===== config.mk =====
export PLATFORM = sky130hd
export DESIGN_NAME = rtcm3_frame_type_filter_top
export DESIGN_NICKNAME = d
export VERILOG_FILES = /design/src/rtl/rtff_pkg.sv /design/src/rtl/rtcm3_frame_type_filter_top.sv /design/src/rtl/rtff_front.sv /design/src/rtl/rtff_queue.sv /design/src/rtl/rtff_back.sv
export SDC_FILE = /design/constraint.sdc
export NUM_CORES = 1
export LEC_CHECK = 0
export ABC_AREA = 1
export BUFFER_PORTS_ARGS = -buffer_cell sky130_fd_sc_hd__clkbuf_2
export CAP_MARGIN = 20
export CORE_MARGIN = 8
export CORE_UTILIZATION = 40
export CTS_CLUSTER_SIZE = 24
export DETAILED_ROUTE_END_ITERATION = 6
export PLACE_DENSITY = 0.62
export SLEW_MARGIN = 0
export SYNTH_ARGS = -nofsm -noshare
export SYNTH_HDL_FRONTEND = slang
export SYNTH_HIERARCHICAL = 1
export SYNTH_SLANG_ARGS = --single-unit
export TNS_END_PERCENT = 5

===== constraint.sdc =====
create_clock -name clock -period 3.85 [get_ports clock]
set_clock_uncertainty 0.05 [all_clocks]
set_input_delay 0.77 -clock clock [delete_from_list [all_inputs] [get_ports clock]]
set_output_delay 0.77 -clock clock [all_outputs]
set_load 0.05 [all_outputs]

===== src/rtl/rtff_pkg.sv =====
`default_nettype none
package rtff_pkg;

   localparam logic [7:0] PREAMBLE = 8'hD3;

   localparam int SLOT_REGS            = 5;
   localparam int NUM_WANTED_TYPES_DEF = 5;

   localparam int QUEUE_DEPTH = 4;
   localparam int QPTR_W      = $clog2(QUEUE_DEPTH);
   localparam int QCNT_W      = $clog2(QUEUE_DEPTH + 1);

   localparam int CSR_ADDR_W = 5;
   localparam int CSR_DATA_W = 32;
   localparam int REG_IDX_W  = 3;

   localparam logic [REG_IDX_W-1:0] REG_MAX_PAYLOAD_LEN = 3'd0;
   localparam logic [REG_IDX_W-1:0] REG_WANTED_TYPE_A   = 3'd1;
   localparam logic [REG_IDX_W-1:0] REG_WANTED_TYPE_B   = 3'd2;
   localparam logic [REG_IDX_W-1:0] REG_WANTED_TYPE_C   = 3'd3;
   localparam logic [REG_IDX_W-1:0] REG_WANTED_TYPE_D   = 3'd4;
   localparam logic [REG_IDX_W-1:0] REG_WANTED_TYPE_E   = 3'd5;

   localparam logic [9:0]  MAX_PAYLOAD_LEN_RST = 10'd1023;
   localparam logic [11:0] WANTED_TYPE_A_RST   = 12'd1005;
   localparam logic [11:0] WANTED_TYPE_B_RST   = 12'd1074;
   localparam logic [11:0] WANTED_TYPE_C_RST   = 12'd1084;
   localparam logic [11:0] WANTED_TYPE_D_RST   = 12'd1094;
   localparam logic [11:0] WANTED_TYPE_E_RST   = 12'd1230;

   typedef logic [SLOT_REGS-1:0][11:0] wanted_types_type;

   typedef struct packed {
      logic [10:0] frame_len;
      logic [11:0] msg_type;
   } frame_rec_type;

   typedef struct packed {
      logic empty;
      logic full;
   } queue_status_type;

   typedef struct packed {
      logic [SLOT_REGS-1:0] seen;
      logic                 pop;
   } back_status_type;

endpackage
`default_nettype wire


===== src/rtl/rtcm3_frame_type_filter_top.sv =====
`default_nettype none
// channel   dir   transfer                     payload
// req_      in    req_tvalid & req_tready      rx_byte
// rsp_      out   rsp_tvalid & rsp_tready      msg_type, frame_len, forward_frame,
//                                              seen_mask, all_seen
// csr_      in    psel & penable & pwrite      six registers at 4*i
//
// one byte a cycle while req_tready is high; the parser steps once per byte transfer
// a frame result reaches rsp_ after its last byte through the queue, then the output register
// a four-entry result queue parts the parser from the output side; req_tready
// drops only when it is full
// synchronous active-high reset; reset brings back register defaults and clears the seen mask
module rtcm3_frame_type_filter_top #(
   parameter int NUM_WANTED_TYPES = rtff_pkg::NUM_WANTED_TYPES_DEF
) (
   input  wire logic                            clock,
   input  wire logic                            reset,
   input  wire logic                            req_tvalid,
   output      logic                            req_tready,
   input  wire logic [7:0]                      req_tdata,   // [7:0] rx_byte
   output      logic                            rsp_tvalid,
   input  wire logic                            rsp_tready,
   // [11:0] msg_type, [22:12] frame_len, [23] forward_frame,
   // [28:24] seen_mask, [29] all_seen
   output      logic [31:0]                     rsp_tdata,
   input  wire logic                            csr_psel,
   input  wire logic                            csr_penable,
   input  wire logic                            csr_pwrite,
   input  wire logic [rtff_pkg::CSR_ADDR_W-1:0] csr_paddr,
   input  wire logic [rtff_pkg::CSR_DATA_W-1:0] csr_pwdata,
   output      logic [rtff_pkg::CSR_DATA_W-1:0] csr_prdata,
   output      logic                            csr_pready
);

   logic [9:0]                     max_len_ff;
   rtff_pkg::wanted_types_type     wanted_ff;
   logic [rtff_pkg::REG_IDX_W-1:0] reg_idx;
   logic                           csr_wr;
   logic                           byte_valid;
   logic                           push;
   rtff_pkg::frame_rec_type        push_rec;
   rtff_pkg::frame_rec_type        head_rec;
   rtff_pkg::queue_status_type     q_status;
   rtff_pkg::back_status_type      b_status;

   assign csr_pready = 1'b1;
   assign reg_idx    = csr_paddr[rtff_pkg::CSR_ADDR_W-1:2];
   assign csr_wr     = csr_psel && csr_penable && csr_pwrite && csr_pready;

   always_ff @(posedge clock) begin
      if (reset) begin
         max_len_ff   <= rtff_pkg::MAX_PAYLOAD_LEN_RST;
         wanted_ff[0] <= rtff_pkg::WANTED_TYPE_A_RST;
         wanted_ff[1] <= rtff_pkg::WANTED_TYPE_B_RST;
         wanted_ff[2] <= rtff_pkg::WANTED_TYPE_C_RST;
         wanted_ff[3] <= rtff_pkg::WANTED_TYPE_D_RST;
         wanted_ff[4] <= rtff_pkg::WANTED_TYPE_E_RST;
      end else if (csr_wr) begin
         case (reg_idx)
            rtff_pkg::REG_MAX_PAYLOAD_LEN: max_len_ff   <= csr_pwdata[9:0];
            rtff_pkg::REG_WANTED_TYPE_A:   wanted_ff[0] <= csr_pwdata[11:0];
            rtff_pkg::REG_WANTED_TYPE_B:   wanted_ff[1] <= csr_pwdata[11:0];
            rtff_pkg::REG_WANTED_TYPE_C:   wanted_ff[2] <= csr_pwdata[11:0];
            rtff_pkg::REG_WANTED_TYPE_D:   wanted_ff[3] <= csr_pwdata[11:0];
            rtff_pkg::REG_WANTED_TYPE_E:   wanted_ff[4] <= csr_pwdata[11:0];
            default: ;
         endcase
      end
   end

   always_comb begin
      case (reg_idx)
         rtff_pkg::REG_MAX_PAYLOAD_LEN: csr_prdata = {22'd0, max_len_ff};
         rtff_pkg::REG_WANTED_TYPE_A:   csr_prdata = {20'd0, wanted_ff[0]};
         rtff_pkg::REG_WANTED_TYPE_B:   csr_prdata = {20'd0, wanted_ff[1]};
         rtff_pkg::REG_WANTED_TYPE_C:   csr_prdata = {20'd0, wanted_ff[2]};
         rtff_pkg::REG_WANTED_TYPE_D:   csr_prdata = {20'd0, wanted_ff[3]};
         rtff_pkg::REG_WANTED_TYPE_E:   csr_prdata = {20'd0, wanted_ff[4]};
         default:                       csr_prdata = '0;
      endcase
   end

   assign req_tready = !q_status.full;
   assign byte_valid = req_tvalid && req_tready;

   rtff_front u_front (
      .clock           (clock),
      .reset           (reset),
      .byte_valid      (byte_valid),
      .rx_byte         (req_tdata),
      .max_payload_len (max_len_ff),
      .push            (push),
      .push_rec        (push_rec)
   );

   rtff_queue u_queue (
      .clock    (clock),
      .reset    (reset),
      .push     (push),
      .push_rec (push_rec),
      .pop      (b_status.pop),
      .head_rec (head_rec),
      .status   (q_status)
   );

   rtff_back #(
      .NUM_WANTED_TYPES (NUM_WANTED_TYPES)
   ) u_back (
      .clock        (clock),
      .reset        (reset),
      .head_rec     (head_rec),
      .head_valid   (!q_status.empty),
      .wanted_types (wanted_ff),
      .status       (b_status),
      .rsp_tvalid   (rsp_tvalid),
      .rsp_tready   (rsp_tready),
      .rsp_tdata    (rsp_tdata)
   );

   a_no_overflow: assert property (@(posedge clock) disable iff (reset)
      !(push && q_status.full && !b_status.pop))
      else $error("result queue overflow");

   a_no_pop_empty: assert property (@(posedge clock) disable iff (reset)
      b_status.pop |-> !q_status.empty)
      else $error("pop from empty result queue");

   a_seen_sticky: assert property (@(posedge clock) disable iff (reset)
      !$past(reset) |-> (($past(b_status.seen) & ~b_status.seen) == '0))
      else $error("seen mask lost a bit");

   a_forward_seen: assert property (@(posedge clock) disable iff (reset)
      (rsp_tvalid && rsp_tdata[23]) |-> (rsp_tdata[28:24] != '0))
      else $error("forwarded frame with empty seen mask");

endmodule
`default_nettype wire


===== src/rtl/rtff_front.sv =====
`default_nettype none
module rtff_front (
   input  wire logic                   clock,
   input  wire logic                   reset,
   input  wire logic                   byte_valid,
   input  wire logic [7:0]             rx_byte,
   input  wire logic [9:0]             max_payload_len,
   output      logic                   push,
   output      rtff_pkg::frame_rec_type push_rec
);

   typedef enum logic [1:0] {
      PH_HUNT,
      PH_LEN_HI,
      PH_LEN_LO,
      PH_BODY
   } phase_type;

   phase_type   phase_ff, phase_in;
   logic [10:0] bytes_left_ff, bytes_left_in;
   logic [10:0] byte_count_ff, byte_count_in;
   logic [7:0]  type_high_ff, type_high_in;
   logic [3:0]  type_low_ff, type_low_in;
   logic [5:0]  len_high_ff, len_high_in;
   logic [13:0] len;

   assign len = {len_high_ff, rx_byte};

   always_comb begin
      phase_in      = phase_ff;
      bytes_left_in = bytes_left_ff;
      byte_count_in = byte_count_ff;
      type_high_in  = type_high_ff;
      type_low_in   = type_low_ff;
      len_high_in   = len_high_ff;
      push          = 1'b0;
      push_rec.msg_type  = {type_high_ff, type_low_ff};
      push_rec.frame_len = byte_count_ff + 11'd1;
      if (byte_valid) begin
         case (phase_ff)
            PH_HUNT: begin
               if (rx_byte == rtff_pkg::PREAMBLE) begin
                  byte_count_in = 11'd1;
                  phase_in      = PH_LEN_HI;
               end
            end
            PH_LEN_HI: begin
               len_high_in   = rx_byte[5:0];
               byte_count_in = 11'd2;
               phase_in      = PH_LEN_LO;
            end
            PH_LEN_LO: begin
               byte_count_in = 11'd3;
               if (len > {4'd0, max_payload_len}) begin
                  phase_in = PH_HUNT;
               end else begin
                  bytes_left_in = {1'b0, len[9:0]} + 11'd3;
                  phase_in      = PH_BODY;
               end
            end
            PH_BODY: begin
               if (byte_count_ff == 11'd3) type_high_in = rx_byte;
               if (byte_count_ff == 11'd4) type_low_in = rx_byte[7:4];
               byte_count_in = byte_count_ff + 11'd1;
               bytes_left_in = bytes_left_ff - 11'd1;
               if (bytes_left_ff == 11'd1) begin
                  push          = 1'b1;
                  phase_in      = PH_HUNT;
                  bytes_left_in = 11'd0;
                  byte_count_in = 11'd0;
               end
            end
            default: phase_in = PH_HUNT;
         endcase
      end
   end

   always_ff @(posedge clock) begin
      if (reset) begin
         phase_ff      <= PH_HUNT;
         bytes_left_ff <= 11'd0;
         byte_count_ff <= 11'd0;
         type_high_ff  <= 8'd0;
         type_low_ff   <= 4'd0;
         len_high_ff   <= 6'd0;
      end else begin
         phase_ff      <= phase_in;
         bytes_left_ff <= bytes_left_in;
         byte_count_ff <= byte_count_in;
         type_high_ff  <= type_high_in;
         type_low_ff   <= type_low_in;
         len_high_ff   <= len_high_in;
      end
   end

endmodule
`default_nettype wire


===== src/rtl/rtff_queue.sv =====
`default_nettype none
module rtff_queue (
   input  wire logic                     clock,
   input  wire logic                     reset,
   input  wire logic                     push,
   input  wire rtff_pkg::frame_rec_type  push_rec,
   input  wire logic                     pop,
   output      rtff_pkg::frame_rec_type  head_rec,
   output      rtff_pkg::queue_status_type status
);

   rtff_pkg::frame_rec_type entry_ff [rtff_pkg::QUEUE_DEPTH];

   logic [rtff_pkg::QPTR_W-1:0] wr_ptr_ff, wr_ptr_in;
   logic [rtff_pkg::QPTR_W-1:0] rd_ptr_ff, rd_ptr_in;
   logic [rtff_pkg::QCNT_W-1:0] count_ff, count_in;

   assign status.empty = (count_ff == '0);
   assign status.full  = (count_ff == rtff_pkg::QCNT_W'(rtff_pkg::QUEUE_DEPTH));
   assign head_rec     = entry_ff[rd_ptr_ff];

   always_comb begin
      wr_ptr_in = push ? wr_ptr_ff + rtff_pkg::QPTR_W'(1) : wr_ptr_ff;
      rd_ptr_in = pop ? rd_ptr_ff + rtff_pkg::QPTR_W'(1) : rd_ptr_ff;
      count_in  = count_ff;
      if (push && !pop) count_in = count_ff + rtff_pkg::QCNT_W'(1);
      if (pop && !push) count_in = count_ff - rtff_pkg::QCNT_W'(1);
   end

   always_ff @(posedge clock) begin
      if (push) entry_ff[wr_ptr_ff] <= push_rec;
   end

   always_ff @(posedge clock) begin
      if (reset) begin
         wr_ptr_ff <= '0;
         rd_ptr_ff <= '0;
         count_ff  <= '0;
      end else begin
         wr_ptr_ff <= wr_ptr_in;
         rd_ptr_ff <= rd_ptr_in;
         count_ff  <= count_in;
      end
   end

endmodule
`default_nettype wire


===== src/rtl/rtff_back.sv =====
`default_nettype none
module rtff_back #(
   parameter int NUM_WANTED_TYPES = rtff_pkg::NUM_WANTED_TYPES_DEF
) (
   input  wire logic                       clock,
   input  wire logic                       reset,
   input  wire rtff_pkg::frame_rec_type    head_rec,
   input  wire logic                       head_valid,
   input  wire rtff_pkg::wanted_types_type wanted_types,
   output      rtff_pkg::back_status_type  status,
   output      logic                       rsp_tvalid,
   input  wire logic                       rsp_tready,
   output      logic [31:0]                rsp_tdata
);

   localparam int ActiveSlots = (NUM_WANTED_TYPES > rtff_pkg::SLOT_REGS) ? rtff_pkg::SLOT_REGS :
                                (NUM_WANTED_TYPES < 0) ? 0 : NUM_WANTED_TYPES;

   logic [rtff_pkg::SLOT_REGS-1:0] full_mask;
   logic [rtff_pkg::SLOT_REGS-1:0] match;
   logic [rtff_pkg::SLOT_REGS-1:0] seen_ff, seen_in;
   logic                           out_valid_ff, out_valid_in;
   logic [31:0]                    out_data_ff, out_data_in;
   logic                           pop;
   logic                           all_seen;

   always_comb begin
      for (int i = 0; i < rtff_pkg::SLOT_REGS; i++) begin
         full_mask[i] = (i < ActiveSlots);
         match[i]     = full_mask[i] && (head_rec.msg_type == wanted_types[i]);
      end
   end

   assign pop      = head_valid && (!out_valid_ff || rsp_tready);
   assign seen_in  = pop ? (seen_ff | match) : seen_ff;
   assign all_seen = ((seen_in & full_mask) == full_mask);

   always_comb begin
      out_valid_in = out_valid_ff && !rsp_tready;
      out_data_in  = out_data_ff;
      if (pop) begin
         out_valid_in = 1'b1;
         out_data_in  = {2'b00, all_seen, seen_in, |match, head_rec.frame_len,
                         head_rec.msg_type};
      end
   end

   always_ff @(posedge clock) begin
      if (reset) begin
         out_valid_ff <= 1'b0;
         seen_ff      <= '0;
      end else begin
         out_valid_ff <= out_valid_in;
         seen_ff      <= seen_in;
      end
      out_data_ff <= out_data_in;
   end

   assign rsp_tvalid  = out_valid_ff;
   assign rsp_tdata   = out_data_ff;
   assign status.seen = seen_ff;
   assign status.pop  = pop;

endmodule
`default_nettype wire


==> results by group <==
Synthesis
  – Mean Syn Cell Area: between 8 and 9 sq um
  – Mapped cell area: 13,000 sq um
  – Gate Count Post-Synth: 1,576
  – Post-Synth Simple-Gate Area: between 20% and 30%
  – Top_reg_cell synth: dfxtp_1
  – Cell variety after synth: 55
  – Synth Area in Adders: between 2 and 2.5%
  – Synth Area in Compound Gates: approximately 7.9%
  – Post-synthesis xor/xnor area fraction: about 3.2%
  – Yosys warns: 6
  – Number of flops mapped to enable cells by yosys: between 100 and 150
  – Largest family of logic cells by synthesized area: simple AND/OR/NAND/NOR gates
  – FF+latch count, synth: between 200 and 250
  – Ys async rst share: 0%
  – Multiplexer area fraction after synthesis: 0%
  – Register area share after synthesis: between 40% and 50%

Worst setup path
  – Slowest stage cell on the critical path: buf_4
  – Largest stage delay, worst path: 0.34 ns
  – Crit path launch type: primary input
  – CP top delay family: buffers and inverters
  – Worst Path Max Fanout: 18
  – Critical path cell sequence: clkbuf_2, buf_4, nand2_1, nor2_4, nand2_1, nand2_1, inv_1, nand2_1, clkbuf_2
  – CP arrival: approximately 2.3 ns
  – CP Data Required Time: 3.03 ns
  – Kind of critical path: primary input to output pin
  – Reg2reg path depth: 13
  – Buf/Inv on CP: 4
  – Reg2reg setup slack: about 0.95 ns
  – CP most frequent cell: nand2_1
  – Worst r2r dst: u_back/rsp_tdata[29]
  – Crit end category: output pin

Global route
  – Total GRT Usage: roughly 17%
  – Grt total ovfl: 0
  – Largest net degree at the start of global routing: 47
  – Initial antenna violation count: 0
  – Number of global-route vias before repair: 9,385
  – First-pass GRT wire length: approximately 52,000 um

Routing
  – First-pass DRT Iterations: 5
  – WL/cell: 15.7 um
  – Vias post-DR: between 10,000 and 15,000
  – DR vias/cell: just under 5
  – DRC Markers: 0
  – Drt total wl: 32,800 um
  – Detail Route Antenna Nets: 0
  – Initial drt markers: between 800 and 900

Clock network
  – Cts hold-fix bufs: 0
  – TritonCTS clock tree: done
  – CTS Root Cell: clkbuf_16
  – Postcts setup bufs: 0
  – H-tree levels: 1
  – CTS Buffer Depth: 3
  – CTS Sinks: around 250
  – Post-CTS resize count: 0
  – Num CTS Buffers: 27
  – Clk slew on worst S/H paths: ~0.060 ns
  – Clk_lat worst skew: around 0.55 ns

Floorplanning
  – Initial Utilization: between 40% and 50%
  – Core Area: around 32,000 sq um
  – Die area: just under 40,000 sq um
  – Row cnt: 66
  – Io pins: 119
  – Die Y: between 150 and 200 um
  – Die X: 196 um

Pwr
  – PD cells: 624 nW/um^2
  – Leakage: 0.00651 uW
  – Power, Total: 9020 uW
  – VDD IR max: ~0.47 mV

Placed design
  – GP Congestion: ~0.9
  – Count of input and output buffers: between 70 and 80
  – Post-DP HPWL: ~23,000 um
  – Placed Cells incl. Taps: between 2,000 and 2,500
  – Placed cell area: 13,500 sq um

Hold path
  – Cell depth of the worst hold path: 2
  – HP Class: flop to flop
  – Hold path startpoint: u_back/seen_ff[2]
  – Hold Path End: u_back/seen_ff[2]

Final layout
  – Post-layout instance area: around 14,000 sq um
  – Fin util: 44.8%
  – Net count reported at finish: between 1,500 and 2,000
  – Area Overhead vs Synth: 11.4%
  – Fin cells: about 2,100
  – Diode count: 0
  – # fillers: 3,189
  – Share of cells above drive strength 1: about 16%

Timing
  – Fin. max-slew vios: 0
  – RSZ-0062 raised after global routing: false
  – Max-Slew Margin vs Limit: between 40% and 50%
  – Min Tclk post-route: between 3 and 4 ns
  – Worst Max-Slew Pin Slew: between 0.8 and 0.9 ns
  – Finish-stage setup viols: 0
  – Setup TNS: 0 ns
  – Hold Vio Cnt, Final: 0
  – Final period util: approximately four fifths
  – Fmax: 320 MHz

Status
  – Status: complete, no violations

Flow run
  – MaxCap Viol Count: 0
## tightest hold or removal path, stage by stage (launching register included)
cell and delay (ns):
dfxtp_1 0.30, inv_1 0.06, a21oi_1 0.06
## layout by cell type, fill, tap and decap left out, types with 9 or more instances in the layout
cell / count
clkbuf_2: 73
nand2_2: 10
nand4_1: 37
xor2_1: 30
xnor2_1: 18
inv_1: 160
clkbuf_16: 27
a21oi_1: 46
o22ai_1: 9
buf_4: 22
o21ai_2: 17
dfxtp_1: 127
nor2_4: 12
nand3_2: 9
o21ai_0: 55
o21ai_1: 10
ha_1: 21
nor2_2: 27
nand2_1: 372
nor2_1: 219
edfxtp_1: 122
clkbuf_1: 9
conb_1: 23
o22ai_2: 16
inv_2: 20
nand3_1: 106
## synthesized netlist by cell type, types with 3 or more instances
cell type / n / area share [%]
dfxtp_1: 127 / 20
buf_12: 4 / 0.62
inv_2: 20 / 0.58
o22ai_1: 9 / 0.43
clkbuf_1: 13 / 0.38
nand2_2: 10 / 0.48
nand3_4: 3 / 0.40
clkbuf_4: 3 / 0.17
o21ai_0: 55 / 2.1
nand2_1: 372 / 11
nand3_1: 106 / 4.1
nand3_2: 9 / 0.69
nor2_1: 219 / 6.3
nor3_1: 6 / 0.23
edfxtp_1: 122 / 28
buf_6: 4 / 0.35
clkinv_1: 3 / 0.087
o22ai_2: 16 / 1.5
xor2_1: 30 / 2.0
buf_2: 24 / 0.92
nor2_4: 12 / 1.0
xnor2_1: 18 / 1.2
ha_1: 21 / 2.0
nand3b_1: 4 / 0.23
nor2_2: 27 / 1.3
nand4_1: 37 / 1.8
buf_1: 5 / 0.14
buf_4: 35 / 2.0
o21ai_1: 10 / 0.39
o21ai_2: 17 / 1.1
a21oi_1: 46 / 1.8
conb_1: 3 / 0.087
nor3_2: 5 / 0.39
inv_1: 160 / 4.6
## cells by family after synthesis
| group | after synthesis |
|---|---|
| fa+ha+maj | 22 |
| xor+xnor | 48 |
| compound gates | 160 |
| other cells | 3 |
| flops | 249 |
| simple gates | 819 |
| buf+inv | 275 |
## worst max-delay path by stage
stage,start,end,slack (ns),cells after the start
finish,csr_paddr[2],csr_prdata[7],0.73,9
global placement,csr_paddr[2],csr_prdata[7],0.73,9
detailed placement,csr_paddr[2],csr_prdata[7],0.73,9
global route,csr_paddr[2],csr_prdata[6],0.59,9
floorplan,rsp_tready,u_queue/count_ff[2],1.11,12
CTS,csr_paddr[2],csr_prdata[7],0.73,9
## metal layers
layer  GRT usage, %  vias to the layer above  routed length, um
met4           4.58                        0                694
met2           25.5                      305              14400
met5              0                        -                  0
li1               -                     5144                  -
met3           2.43                       55               2360
met1           24.0                     4628              15400
## where the power goes
part           switching (uW)  leakage, uW  internal (uW)  total [uW]
Clock                    1090     0.000459           1680        2770
Sequential                135      0.00225           3100        3230
Combinational            2240      0.00380            787        3020
Total                    3460      0.00651           5570        9020
## cell type report
type / instances / area (sq um) / share of cell area [%]
Timing Repair Buffer: 95 / 531 / 3.67
Sequential cell: 249 / 6210 / 42.9
Inverter: 185 / 708 / 4.90
Tap cell: 442 / 553 / 3.82
Clock buffer: 38 / 737 / 5.09
Multi-Input combinational cell: 1072 / 5530 / 38.2
Clock inverter: 12 / 206 / 1.43
## sequential cells by signal, indices dropped and copies added, names as in the netlist, named ones only
| register | count |
|---|---|
| u_back/seen_ff | 5 |
| u_front/len_high_ff | 6 |
| u_front/byte_count_ff | 11 |
| u_back/rsp_tdata | 30 |
| u_queue/entry_ff | 92 |
| max_len_ff | 10 |
| u_queue/rd_ptr_ff | 2 |
| u_queue/wr_ptr_ff | 2 |
| u_front/type_low_ff | 4 |
| u_back/rsp_tvalid | 1 |
| u_queue/count_ff | 3 |
| u_front/type_high_ff | 8 |
| u_front/phase_ff | 2 |
| u_front/bytes_left_ff | 11 |
| wanted_ff | 60 |
## through the flow
step	hold slack, ns	setup WS (ns)
after floorplan	0.362	1.11
after global placement	0.385	0.727
after CTS	0.403	0.734
final	0.407	0.729
after global routing	0.424	0.593
after detailed placement	0.392	0.734
(Power assumes the default switching activity.)
